### config.mk
export PLATFORM = sky130hd
export DESIGN_NAME = first_argument_tokenizer_flat
export DESIGN_NICKNAME = d
export VERILOG_FILES = /design/src/hw/rtl/fat_pkg.sv /design/src/hw/rtl/fat_ifs.sv /design/src/hw/rtl/fat_outbuf.sv /design/src/hw/rtl/first_argument_tokenizer.sv /design/src/flat_wrapper.sv
export SDC_FILE = /design/constraint.sdc
export NUM_CORES = 1
export LEC_CHECK = 0
export BUFFER_PORTS_ARGS = -buffer_cell sky130_fd_sc_hd__buf_2
export CAP_MARGIN = 20
export CELL_PAD_IN_SITES_DETAIL_PLACEMENT = 1
export CELL_PAD_IN_SITES_GLOBAL_PLACEMENT = 2
export CORE_MARGIN = 2
export CORE_UTILIZATION = 38
export CTS_BUF_LIST = sky130_fd_sc_hd__clkbuf_8
export DETAILED_ROUTE_END_ITERATION = 12
export PLACE_DENSITY_LB_ADDON = 0.1
export RECOVER_POWER = 100
export SYNTH_ARGS = -nofsm -noshare
export SYNTH_HDL_FRONTEND = slang
export SYNTH_HIERARCHICAL = 1
export SYNTH_SLANG_ARGS = --single-unit
export TNS_END_PERCENT = 50
### constraint.sdc
create_clock -name clk -period 3.46 [get_ports clk]
set_input_delay 0.346 -clock clk [delete_from_list [all_inputs] [get_ports clk]]
set_output_delay 0.346 -clock clk [all_outputs]
set_load 0.02 [all_outputs]
### src/hw/rtl/fat_pkg.sv
// Shared types and byte constants for the first-argument tokenizer.
`timescale 1ns / 1ps
`default_nettype none

package fat_pkg;

  localparam int CHAR_W = 8;
  localparam int CAP_W  = 9;

  localparam logic [CHAR_W-1:0] CH_SPACE   = 8'h20;
  localparam logic [CHAR_W-1:0] CH_SQUOTE  = 8'h27;
  localparam logic [CHAR_W-1:0] CH_DQUOTE  = 8'h22;
  localparam logic [CHAR_W-1:0] CH_PERCENT = 8'h25;
  localparam logic [CHAR_W-1:0] CH_LPAREN  = 8'h28;
  localparam logic [CHAR_W-1:0] CH_RPAREN  = 8'h29;
  localparam logic [CHAR_W-1:0] CH_LBRACE  = 8'h7b;
  localparam logic [CHAR_W-1:0] CH_RBRACE  = 8'h7d;

  localparam logic [CAP_W-1:0] CAP_RESET = 9'd256;

  typedef enum logic [1:0] {
    KIND_ARG   = 2'd0,
    KIND_CLOSE = 2'd1,
    KIND_DROP  = 2'd2,
    KIND_REST  = 2'd3
  } kind_t;

  typedef enum logic [1:0] {
    PH_LEAD  = 2'd0,
    PH_ARG   = 2'd1,
    PH_TRAIL = 2'd2,
    PH_REST  = 2'd3
  } phase_t;

  typedef struct packed {
    logic [CHAR_W-1:0] out_char;
    kind_t             byte_kind;
    logic              out_last;
  } result_t;

endpackage

`default_nettype wire

### src/hw/rtl/fat_ifs.sv
// Channel interfaces for command bytes, classified bytes and the capacity register.
`timescale 1ns / 1ps
`default_nettype none

interface fat_cmd_if;
  logic                      valid;
  logic                      ready;
  logic [fat_pkg::CHAR_W-1:0] in_char;
  logic                      in_last;
  modport source (output valid, output in_char, output in_last, input ready);
  modport sink (input valid, input in_char, input in_last, output ready);
endinterface

interface fat_tok_if;
  logic                      valid;
  logic                      ready;
  logic [fat_pkg::CHAR_W-1:0] out_char;
  logic [1:0]                byte_kind;
  logic                      out_last;
  modport source (output valid, output out_char, output byte_kind, output out_last,
                  input ready);
  modport sink (input valid, input out_char, input byte_kind, input out_last,
                output ready);
endinterface

interface fat_cfg_if;
  logic                     valid;
  logic                     ready;
  logic [fat_pkg::CAP_W-1:0] arg_capacity;
  modport source (output valid, output arg_capacity, input ready);
  modport sink (input valid, input arg_capacity, output ready);
endinterface

`default_nettype wire

### src/hw/rtl/fat_outbuf.sv
// Two-entry result buffer between the classifier and the output channel.
`timescale 1ns / 1ps
`default_nettype none

module fat_outbuf (
  input  logic             clk,
  input  logic             rst,
  input  logic             push,
  input  fat_pkg::result_t push_data,
  output logic             full,
  output logic             pop_valid,
  input  logic             pop_ready,
  output fat_pkg::result_t pop_data
);

  fat_pkg::result_t mem [2];
  logic             wr_ptr;
  logic             rd_ptr;
  logic [1:0]       count;
  logic             push_ok;
  logic             pop_ok;

  assign full      = (count == 2'd2);
  assign pop_valid = (count != 2'd0);
  assign pop_data  = mem[rd_ptr];
  assign push_ok   = push && !full;
  assign pop_ok    = pop_valid && pop_ready;

  always_ff @(posedge clk) begin
    if (push_ok) begin
      mem[wr_ptr] <= push_data;
    end
  end

  always_ff @(posedge clk) begin
    if (rst) begin
      wr_ptr <= 1'b0;
      rd_ptr <= 1'b0;
      count  <= 2'd0;
    end else begin
      if (push_ok) begin
        wr_ptr <= ~wr_ptr;
      end
      if (pop_ok) begin
        rd_ptr <= ~rd_ptr;
      end
      case ({push_ok, pop_ok})
        2'b10:   count <= count + 2'd1;
        2'b01:   count <= count - 2'd1;
        default: count <= count;
      endcase
    end
  end

  a_count_bound: assert property (@(posedge clk) disable iff (rst)
    count != 2'd3)
    else $error("result buffer count out of range");

  a_ptr_match: assert property (@(posedge clk) disable iff (rst)
    ((count == 2'd0) || (count == 2'd2)) |-> (wr_ptr == rd_ptr))
    else $error("result buffer pointers disagree with count");

  a_push_held: assert property (@(posedge clk) disable iff (rst)
    (push_ok && !pop_ok) |=> pop_valid && (count == $past(count) + 2'd1))
    else $error("pushed word lost");

endmodule

`default_nettype wire

### src/hw/rtl/first_argument_tokenizer.sv
// Top level of the first-argument tokenizer.
`timescale 1ns / 1ps
`default_nettype none

// Takes one command-line byte per cycle while cmd.ready is high and returns one
// classified word per byte, in order. The classification and the line state
// (phase, closing byte, kept count) update in the same cycle the byte is
// accepted; results sit in a two-entry buffer, so cmd.ready drops only while two
// results wait at tok. Sustained rate is one byte per clock while tok.ready stays
// high. byte_kind: 0 kept argument byte, 1 closing delimiter, 2 discarded, 3 rest
// of line. A word with in_last set restarts the line state. arg_capacity (reset
// 256, clamped to MAX_CAPACITY) bounds kept argument bytes to arg_capacity minus
// one; write it only between lines while no results are pending.
module first_argument_tokenizer #(
  parameter int MAX_CAPACITY = 256
) (
  input  logic     clk,
  input  logic     rst,
  fat_cfg_if.sink   cfg,
  fat_cmd_if.sink   cmd,
  fat_tok_if.source tok
);

  localparam int CAP_MAX_REG = (1 << fat_pkg::CAP_W) - 1;
  localparam int CLAMP       = (MAX_CAPACITY < CAP_MAX_REG) ? MAX_CAPACITY : CAP_MAX_REG;
  localparam int CNT_W       = (CLAMP > 1) ? $clog2(CLAMP) : 1;
  localparam int CMP_W       = fat_pkg::CAP_W + 1;
  localparam logic [fat_pkg::CAP_W-1:0] CLAMP_V = fat_pkg::CAP_W'(CLAMP);

  logic [fat_pkg::CAP_W-1:0]  arg_capacity;
  fat_pkg::phase_t            phase;
  fat_pkg::phase_t            phase_next;
  logic [fat_pkg::CHAR_W-1:0] end_delim;
  logic [fat_pkg::CHAR_W-1:0] end_delim_next;
  logic [CNT_W-1:0]           kept_count;
  logic [CNT_W-1:0]           kept_count_next;

  logic [fat_pkg::CAP_W-1:0]  cap_eff;
  logic                       can_keep;
  logic                       cmd_fire;
  logic                       buf_full;
  fat_pkg::kind_t             kind;
  logic                       keep_byte;
  fat_pkg::result_t           res;
  fat_pkg::result_t           tok_data;
  logic [fat_pkg::CHAR_W-1:0] c;

  assign c        = cmd.in_char;
  assign cfg.ready = 1'b1;
  assign cmd.ready = !buf_full;
  assign cmd_fire  = cmd.valid && cmd.ready;

  assign cap_eff  = (arg_capacity > CLAMP_V) ? CLAMP_V : arg_capacity;
  assign can_keep = (CMP_W'(kept_count) + CMP_W'(1)) < CMP_W'(cap_eff);

  always_ff @(posedge clk) begin
    if (rst) begin
      arg_capacity <= fat_pkg::CAP_RESET;
    end else if (cfg.valid && cfg.ready) begin
      arg_capacity <= cfg.arg_capacity;
    end
  end

  always_comb begin
    phase_next     = phase;
    end_delim_next = end_delim;
    keep_byte      = 1'b0;
    kind           = fat_pkg::KIND_DROP;
    case (phase)
      fat_pkg::PH_LEAD: begin
        if (c == fat_pkg::CH_SPACE) begin
          kind = fat_pkg::KIND_DROP;
        end else if (c inside {fat_pkg::CH_SQUOTE, fat_pkg::CH_DQUOTE,
                               fat_pkg::CH_PERCENT}) begin
          end_delim_next = c;
          phase_next     = fat_pkg::PH_ARG;
        end else if (c == fat_pkg::CH_LPAREN) begin
          end_delim_next = fat_pkg::CH_RPAREN;
          phase_next     = fat_pkg::PH_ARG;
        end else if (c == fat_pkg::CH_LBRACE) begin
          end_delim_next = fat_pkg::CH_RBRACE;
          phase_next     = fat_pkg::PH_ARG;
        end else begin
          end_delim_next = fat_pkg::CH_SPACE;
          phase_next     = fat_pkg::PH_ARG;
          keep_byte      = can_keep;
          kind           = can_keep ? fat_pkg::KIND_ARG : fat_pkg::KIND_DROP;
        end
      end
      fat_pkg::PH_ARG: begin
        if (c == end_delim) begin
          phase_next = fat_pkg::PH_TRAIL;
          kind       = fat_pkg::KIND_CLOSE;
        end else begin
          keep_byte = can_keep;
          kind      = can_keep ? fat_pkg::KIND_ARG : fat_pkg::KIND_DROP;
        end
      end
      fat_pkg::PH_TRAIL: begin
        if (c != fat_pkg::CH_SPACE) begin
          phase_next = fat_pkg::PH_REST;
          kind       = fat_pkg::KIND_REST;
        end
      end
      default: begin
        kind = fat_pkg::KIND_REST;
      end
    endcase
    kept_count_next = keep_byte ? (kept_count + CNT_W'(1)) : kept_count;
    // restart on the final byte of a line
    if (cmd.in_last) begin
      phase_next      = fat_pkg::PH_LEAD;
      end_delim_next  = fat_pkg::CH_SPACE;
      kept_count_next = '0;
    end
  end

  always_ff @(posedge clk) begin
    if (rst) begin
      phase      <= fat_pkg::PH_LEAD;
      end_delim  <= fat_pkg::CH_SPACE;
      kept_count <= '0;
    end else if (cmd_fire) begin
      phase      <= phase_next;
      end_delim  <= end_delim_next;
      kept_count <= kept_count_next;
    end
  end

  assign res.out_char  = c;
  assign res.byte_kind = kind;
  assign res.out_last  = cmd.in_last;

  fat_outbuf u_outbuf (
    .clk       (clk),
    .rst       (rst),
    .push      (cmd_fire),
    .push_data (res),
    .full      (buf_full),
    .pop_valid (tok.valid),
    .pop_ready (tok.ready),
    .pop_data  (tok_data)
  );

  assign tok.out_char  = tok_data.out_char;
  assign tok.byte_kind = tok_data.byte_kind;
  assign tok.out_last  = tok_data.out_last;

  a_line_restart: assert property (@(posedge clk) disable iff (rst)
    (cmd_fire && cmd.in_last) |=> (phase == fat_pkg::PH_LEAD) && (kept_count == '0))
    else $error("line state not restarted after last byte");

  a_lead_clean: assert property (@(posedge clk) disable iff (rst)
    (phase == fat_pkg::PH_LEAD) |-> (end_delim == fat_pkg::CH_SPACE) && (kept_count == '0))
    else $error("stale argument state while skipping leading spaces");

  a_count_only_on_arg: assert property (@(posedge clk) disable iff (rst)
    (cmd_fire && (kind != fat_pkg::KIND_ARG) && !cmd.in_last) |=> $stable(kept_count))
    else $error("kept count moved on a byte that was not kept");

endmodule

`default_nettype wire

### src/flat_wrapper.sv
// flat-port wrapper written by rule: the top's interface ports become plain ports
module first_argument_tokenizer_flat 
#(
  parameter int MAX_CAPACITY = 256
)
  (clk, rst, cfg_valid, cfg_arg_capacity, cfg_ready, cmd_valid, cmd_in_char, cmd_in_last, cmd_ready, tok_valid, tok_out_char, tok_byte_kind, tok_out_last, tok_ready);
  fat_cfg_if cfg_i ();
  fat_cmd_if cmd_i ();
  fat_tok_if tok_i ();
  input  logic clk;
  input  logic rst;
  input wire logic [$bits(cfg_i.valid)-1:0] cfg_valid;
  input wire logic [$bits(cfg_i.arg_capacity)-1:0] cfg_arg_capacity;
  output wire logic [$bits(cfg_i.ready)-1:0] cfg_ready;
  input wire logic [$bits(cmd_i.valid)-1:0] cmd_valid;
  input wire logic [$bits(cmd_i.in_char)-1:0] cmd_in_char;
  input wire logic [$bits(cmd_i.in_last)-1:0] cmd_in_last;
  output wire logic [$bits(cmd_i.ready)-1:0] cmd_ready;
  output wire logic [$bits(tok_i.valid)-1:0] tok_valid;
  output wire logic [$bits(tok_i.out_char)-1:0] tok_out_char;
  output wire logic [$bits(tok_i.byte_kind)-1:0] tok_byte_kind;
  output wire logic [$bits(tok_i.out_last)-1:0] tok_out_last;
  input wire logic [$bits(tok_i.ready)-1:0] tok_ready;
  assign cfg_i.valid = cfg_valid;
  assign cfg_i.arg_capacity = cfg_arg_capacity;
  assign cfg_ready = cfg_i.ready;
  assign cmd_i.valid = cmd_valid;
  assign cmd_i.in_char = cmd_in_char;
  assign cmd_i.in_last = cmd_in_last;
  assign cmd_ready = cmd_i.ready;
  assign tok_valid = tok_i.valid;
  assign tok_out_char = tok_i.out_char;
  assign tok_byte_kind = tok_i.byte_kind;
  assign tok_out_last = tok_i.out_last;
  assign tok_i.ready = tok_ready;
  first_argument_tokenizer #(.MAX_CAPACITY(MAX_CAPACITY)) u_core (.clk(clk), .rst(rst), .cfg(cfg_i), .cmd(cmd_i), .tok(tok_i));
endmodule
Word level (Yosys, flattened, before mapping)
Memories as Yosys holds them, arrays and structs flattened. A register that Yosys moved wholly into a read port is not among the register bits.
Cells that the tools add are included.
{ "classes": {"muxes": 33, "add_sub_neg": 4, "n_eq_ne": 17, "reduce_logical": 14, "n_bitwise": 2, "magnitude_cmp": 2} }
{ "op_table": {"columns": ["operator", "count"], "rows": [
  ["8-bit two-way mux", 7],
  ["8-bit by 6-bit equality test with 1-bit output (second input constant)", 5],
  ["2-bit two-way mux", 10],
  ["2-bit one-hot mux with 3 select lines", 2],
  ["10-bit by 9-bit < comparator with 1-bit output", 1],
  ["1-bit two-way mux", 10],
  ["8-bit by 1-bit adder with 9-bit output (second input constant)", 1],
  ["9-bit > comparator (second input constant)", 1],
  ["9-bit two-way mux", 1],
  ["8-bit by 1-bit adder with 8-bit output (second input constant)", 1],
  ["8-bit by 7-bit equality test with 1-bit output (second input constant)", 1],
  ["8-bit equality test", 1],
  ["8-bit by 6-bit inequality test with 1-bit output (second input constant)", 1],
  ["2-bit nonzero test", 4],
  ["7-bit two-way mux", 1],
  ["2-bit equality test (second input constant)", 3],
  ["3-bit by 2-bit inequality test with 1-bit output (second input constant)", 2],
  ["5-bit AND reduction", 1],
  ["2-bit by 1-bit equality test with 1-bit output (second input constant)", 2],
  ["2-bit one-hot mux with 2 select lines", 1],
  ["4-bit nonzero test", 1],
  ["1-bit logical AND", 3],
  ["3-bit inequality test (second input constant)", 1],
  ["3-bit AND reduction", 1],
  ["9 further kinds", 10]
]} }
{ "word_totals": {"memories": 1, "ram_bits": 22, "input_bits": 23, "ff_bits": 31, "out_inout_bits": 14} }
{ "memory_table": {"columns": ["memory", "depth", "word_bits", "read_ports", "rd_clocked_by_memory_dff", "wr", "line_no", "source"], "rows": [
  ["u_core.u_outbuf.mem", 2, 11, 1, 1, 1, "fat_outbuf.sv:16", "fat_pkg::result_t mem [2];"]
]} }

Longest topological paths before layout
{ "logic_depth": {"ltp_word": 10, "ltp_mapped": 12, "depth_no_buf": 11} }

Hierarchy
The synthesis kept the hierarchy.
{ "modules_own_cells": {"columns": ["mod", "n_inst", "cells_each", "area_per_inst_um2", "seq_area_each_um2"], "rows": [
  ["first_argument_tokenizer", 1, 213, 1712.9, 540.5],
  ["fat_outbuf", 1, 60, 1016.0, 760.7]
]} }

Least setup slack after synthesis
No wires, ideal clock.
{ "synth_timing": {"kind": "register to register", "from": "reg u_core.kept_count[0]", "to": "reg u_core.kept_count[3]", "setup_time_ns": 0.070, "arrival_time_ns": 2.713, "setup_slack_ns": 0.676, "stages_incl_launch_ff": 13, "period_less_slack_ns": 2.784, "path_cell_list": "dfxtp_1 > ha_1 > and3_1 > nand3_1 > xnor2_1 > ha_1 > nand4_1 > nor2_1 > a221o_1 > a211o_1 > buf_6 > or3b_1 > a21oi_1"} }
{ "synth_between": {"elab_chain_len": 9} }
{ "synth_lines": {"columns": ["item", "line_no", "source"], "rows": [
  ["start, declared", "first_argument_tokenizer.sv:35", "logic [CNT_W-1:0] kept_count;"],
  ["start signal, assigned", "first_argument_tokenizer.sv:126", "kept_count <= kept_count_next;"],
  ["8-bit by 1-bit adder with 9-bit output", "first_argument_tokenizer.sv:54", "assign can_keep = (CMP_W'(kept_count) + CMP_W'(1)) < CMP_W'(cap_eff);"],
  ["10-bit by 9-bit < comparator with 1-bit output", "first_argument_tokenizer.sv:54", null],
  ["1-bit two-way mux", "first_argument_tokenizer.sv:80", "end else if (c == fat_pkg::CH_LBRACE) begin"],
  ["1-bit two-way mux", "first_argument_tokenizer.sv:77", "end else if (c == fat_pkg::CH_LPAREN) begin"],
  ["1-bit two-way mux", "first_argument_tokenizer.sv:73", "end else if (c inside {fat_pkg::CH_SQUOTE, fat_pkg::CH_DQUOTE,"],
  ["1-bit two-way mux", "first_argument_tokenizer.sv:71", "if (c == fat_pkg::CH_SPACE) begin"],
  ["1-bit one-hot mux with 2 select lines", "first_argument_tokenizer.sv:69", "case (phase)"],
  ["2-bit nonzero test (no source line)", null, null],
  ["2-bit AND reduction (no source line)", null, null]
]} }
Several ways; a longest one is shown, not always the timed one. The select of a mux whose other input is x is not followed.
A chain may end at the register's enable or synchronous reset.

Worst setup path in the final report
{ "layout_timing": {"from": "reg u_core.kept_count[0]", "to": "reg u_core.kept_count[6]"} }
The elaborated chain is that of the path after synthesis.

==> results.ini <==
[outcome]
outcome = finished clean

[setup_path]
startpoint_type = register
worstPathArrival_ns = 3.40
timing.rr.end = u_core/kept_count[6]$_SDFFE_PP0P_
rr_worst_depth = 11
path_class = register to register
r2r-start = u_core/kept_count[0]$_SDFFE_PP0P_
r2r_slack_ns = 0.28
required_ns = 3.69
critPathCaptureType = register
cp_max_fo = 16

[sta]
max_freq_ghz = 0.315
maxSlewHeadroom_pct = 8.02
hold_violations = 0
fin_crit_ns = 3.18
whs_ns = 0.250
finalSetupViolCount = 0
rsz0062_at_grt = no
fin_skew_ns = 0.0134
period_share_pct = 91.9
finalMaxSlewViolations = 0
max_slew.worst_pin.slew_ns = 1.38
fin_setup_tns_ns = 0

[routing]
first_iter_violations = 63
wire_per_inst_um = 14.7
wirelength_um = 5910
viasPerCell = 5.05
drc_errors = 0
final_antenna_net_count = 0
num_vias = 2024
drt-pass1-iter-count = 4

[job]
cap_viol_max_count = 0

[floorplanning]
dieWidth_um = 88.7
die_h_um = 88.7
core_area_um2 = 6870
start_util_pct = 39.7
die_area_um2 = 7870
ios = 37
rows = 30

[place]
place_hpwl_um = 4350
gp_congestion = 0.743
dp_cells = 393
io_buffer_count = 35

[pwr]
power_density_nw_per_um2 = 531
seqPwrFrac_pct = 50.4
power_switching_uw = 539
combPwrFrac_pct = 28.2
total_power_mw = 1.60
ir_drop_v = 0.000174
internal_power_mw = 1.06
power_frac_clock_pct = 21.4
p_leak_nw = 1.13
swShare_pct = 33.6

[global_route]
grtUsageTotal_pct = 16.4
grt_max_degree = 31
grt_overflow = 0
grt_pass1_wl_um = 9870
grt_pass1_vias = 2013
antenna_found_initial = 0

[clock_network]
hold_buffers = 0
post_cts_buffers = 0
numCtsBuffers = 5
clkTransAtPathRegs_ns = 0.10
cts.path.max_buffers = 2
clock_latency_ns = 0.31
tritoncts = yes
root_buffer = clkbuf_8
htree_levels = 2
cts_resized = 0
cts.sinks = 54

[logic_synthesis]
async_reset_ff_share_pct = 0
synth_area_per_cell_um2 = 10.0
synth_area_um2 = 2730
synth_seq_area_share_pct = 47.7
yosysWarnings = 6
syn_nets = 310
synth-edff-count = 22
synth_ff_type = dfxtp_1
synthCells = 273
synth_seq_cells = 54
synth_cell_types = 46

[cells_and_area]
final_common_cell = dfxtp_1
stdcell_count = 401
antenna_cells = 0
drive_above_1_share_pct = 10.5
syn_to_final_growth_pct = 10.6
nets = 341
layout_common_cells = 32 x dfxtp_1, 26 x nand2_1, 26 x nor2_1

[worst_hold_path]
min_to = u_core/arg_capacity[8]$_SDFFE_PP1P_
hold_path_startpoint = cfg_arg_capacity[8]
hold_class = input port to register
min_path_cells = 3

## per-layer routing
layer / up-vias / track usage [%] / wire length, um
met5: - / 0 / 0
met2: 28 / 28.8 / 3010
li1: 1029 / - / -
met1: 965 / 20.4 / 2700
met3: 2 / 3.17 / 189
met4: 0 / 4.27 / 16
## cell usage after synthesis (4+ instances only)
master | number | area (um^2)
dfxtp_1 | 32 | 641
xor2_1 | 4 | 35.0
nor2_1 | 26 | 97.6
nand2_1 | 26 | 97.6
and3_1 | 5 | 31.3
or3_1 | 4 | 25.0
mux2i_1 | 8 | 80.1
inv_1 | 11 | 41.3
nand3_1 | 12 | 60.1
or3b_1 | 4 | 35.0
clkbuf_1 | 6 | 22.5
a21oi_1 | 19 | 95.1
mux2_2 | 11 | 124
o21ai_0 | 7 | 35.0
xnor2_1 | 13 | 114
edfxtp_1 | 22 | 661
ha_1 | 14 | 175
## cells by family after synthesis
kind of cell,count (synthesis),synth area share [%]
fa+ha+maj,14,6.42
simple gates,97,18.4
buf+inv,24,3.85
flops,54,47.7
compound gates,47,10.5
xor+xnor,17,5.46
mux,19,7.47
other cells,1,0.137
## critical path, stage by stage, from the launching register on
cell and delay (ns):
dfxtp_1 0.42, ha_1 0.23, and3_1 0.21, nand3_1 0.16, xnor2_1 0.17, ha_1 0.31
nand4_1 0.12, nor2_1 0.06, a221o_1 0.39, a211o_1 0.42, or4_1 0.45, a21oi_1 0.15
## how the worst max path moves through the flow
stage,slack (ns),to,cells past startpoint,start
floorplan,0.68,u_core/kept_count[3]$_SDFFE_PP0P_,12,u_core/kept_count[0]$_SDFFE_PP0P_
CTS,0.32,u_core/kept_count[6]$_SDFFE_PP0P_,11,u_core/kept_count[0]$_SDFFE_PP0P_
global route,0.02,u_core/kept_count[2]$_SDFFE_PP0P_,11,u_core/kept_count[0]$_SDFFE_PP0P_
finish,0.28,u_core/kept_count[6]$_SDFFE_PP0P_,11,u_core/kept_count[0]$_SDFFE_PP0P_
global placement,0.43,u_core/kept_count[6]$_SDFFE_PP0P_,11,u_core/kept_count[0]$_SDFFE_PP0P_
detailed placement,0.35,u_core/kept_count[6]$_SDFFE_PP0P_,11,u_core/kept_count[0]$_SDFFE_PP0P_
## power by group through the flow
stage	clock network [mW]	registers [mW]	logic (mW)
floorplan	0	0.797	0.365
global placement	0	0.820	0.468
detailed placement	0	0.824	0.475
CTS	0.360	0.810	0.478
global route	0.384	0.820	0.503
finish	0.343	0.808	0.453
## registers in the layout (all words and copies together) (netlist names), named ones only
name / cells
u_core/arg_capacity: 9
u_core/kept_count: 8
u_core/phase: 2
u_core/end_delim: 8
u_core/u_outbuf/count: 2
u_core/u_outbuf/mem: 22
u_core/u_outbuf/wr_ptr: 1
u_core/u_outbuf/rd_ptr: 1
## per-stage QoR
stage               worst slack [ns]  instance area [um^2]  utilization [%]
CTS                            0.322                  3050             44.5
finish                         0.282                  3020             44.0
detailed placement             0.349                  2970             43.2
floorplan                      0.676                  2730                -
global route                  0.0234                  3020             44.0
global placement               0.427                  2970             43.2
## final cells by class
type / instances / area [um^2]
timing repair buffer: 35 / 146
fill: 822 / 3850
sequential: 54 / 1300
inverter: 13 / 48.8
multi-input combinational: 195 / 1320
tap: 96 / 120
clock buffer: 5 / 68.8
clock inverter: 3 / 17.5
Note: power is estimated with default switching activity, not from simulation.
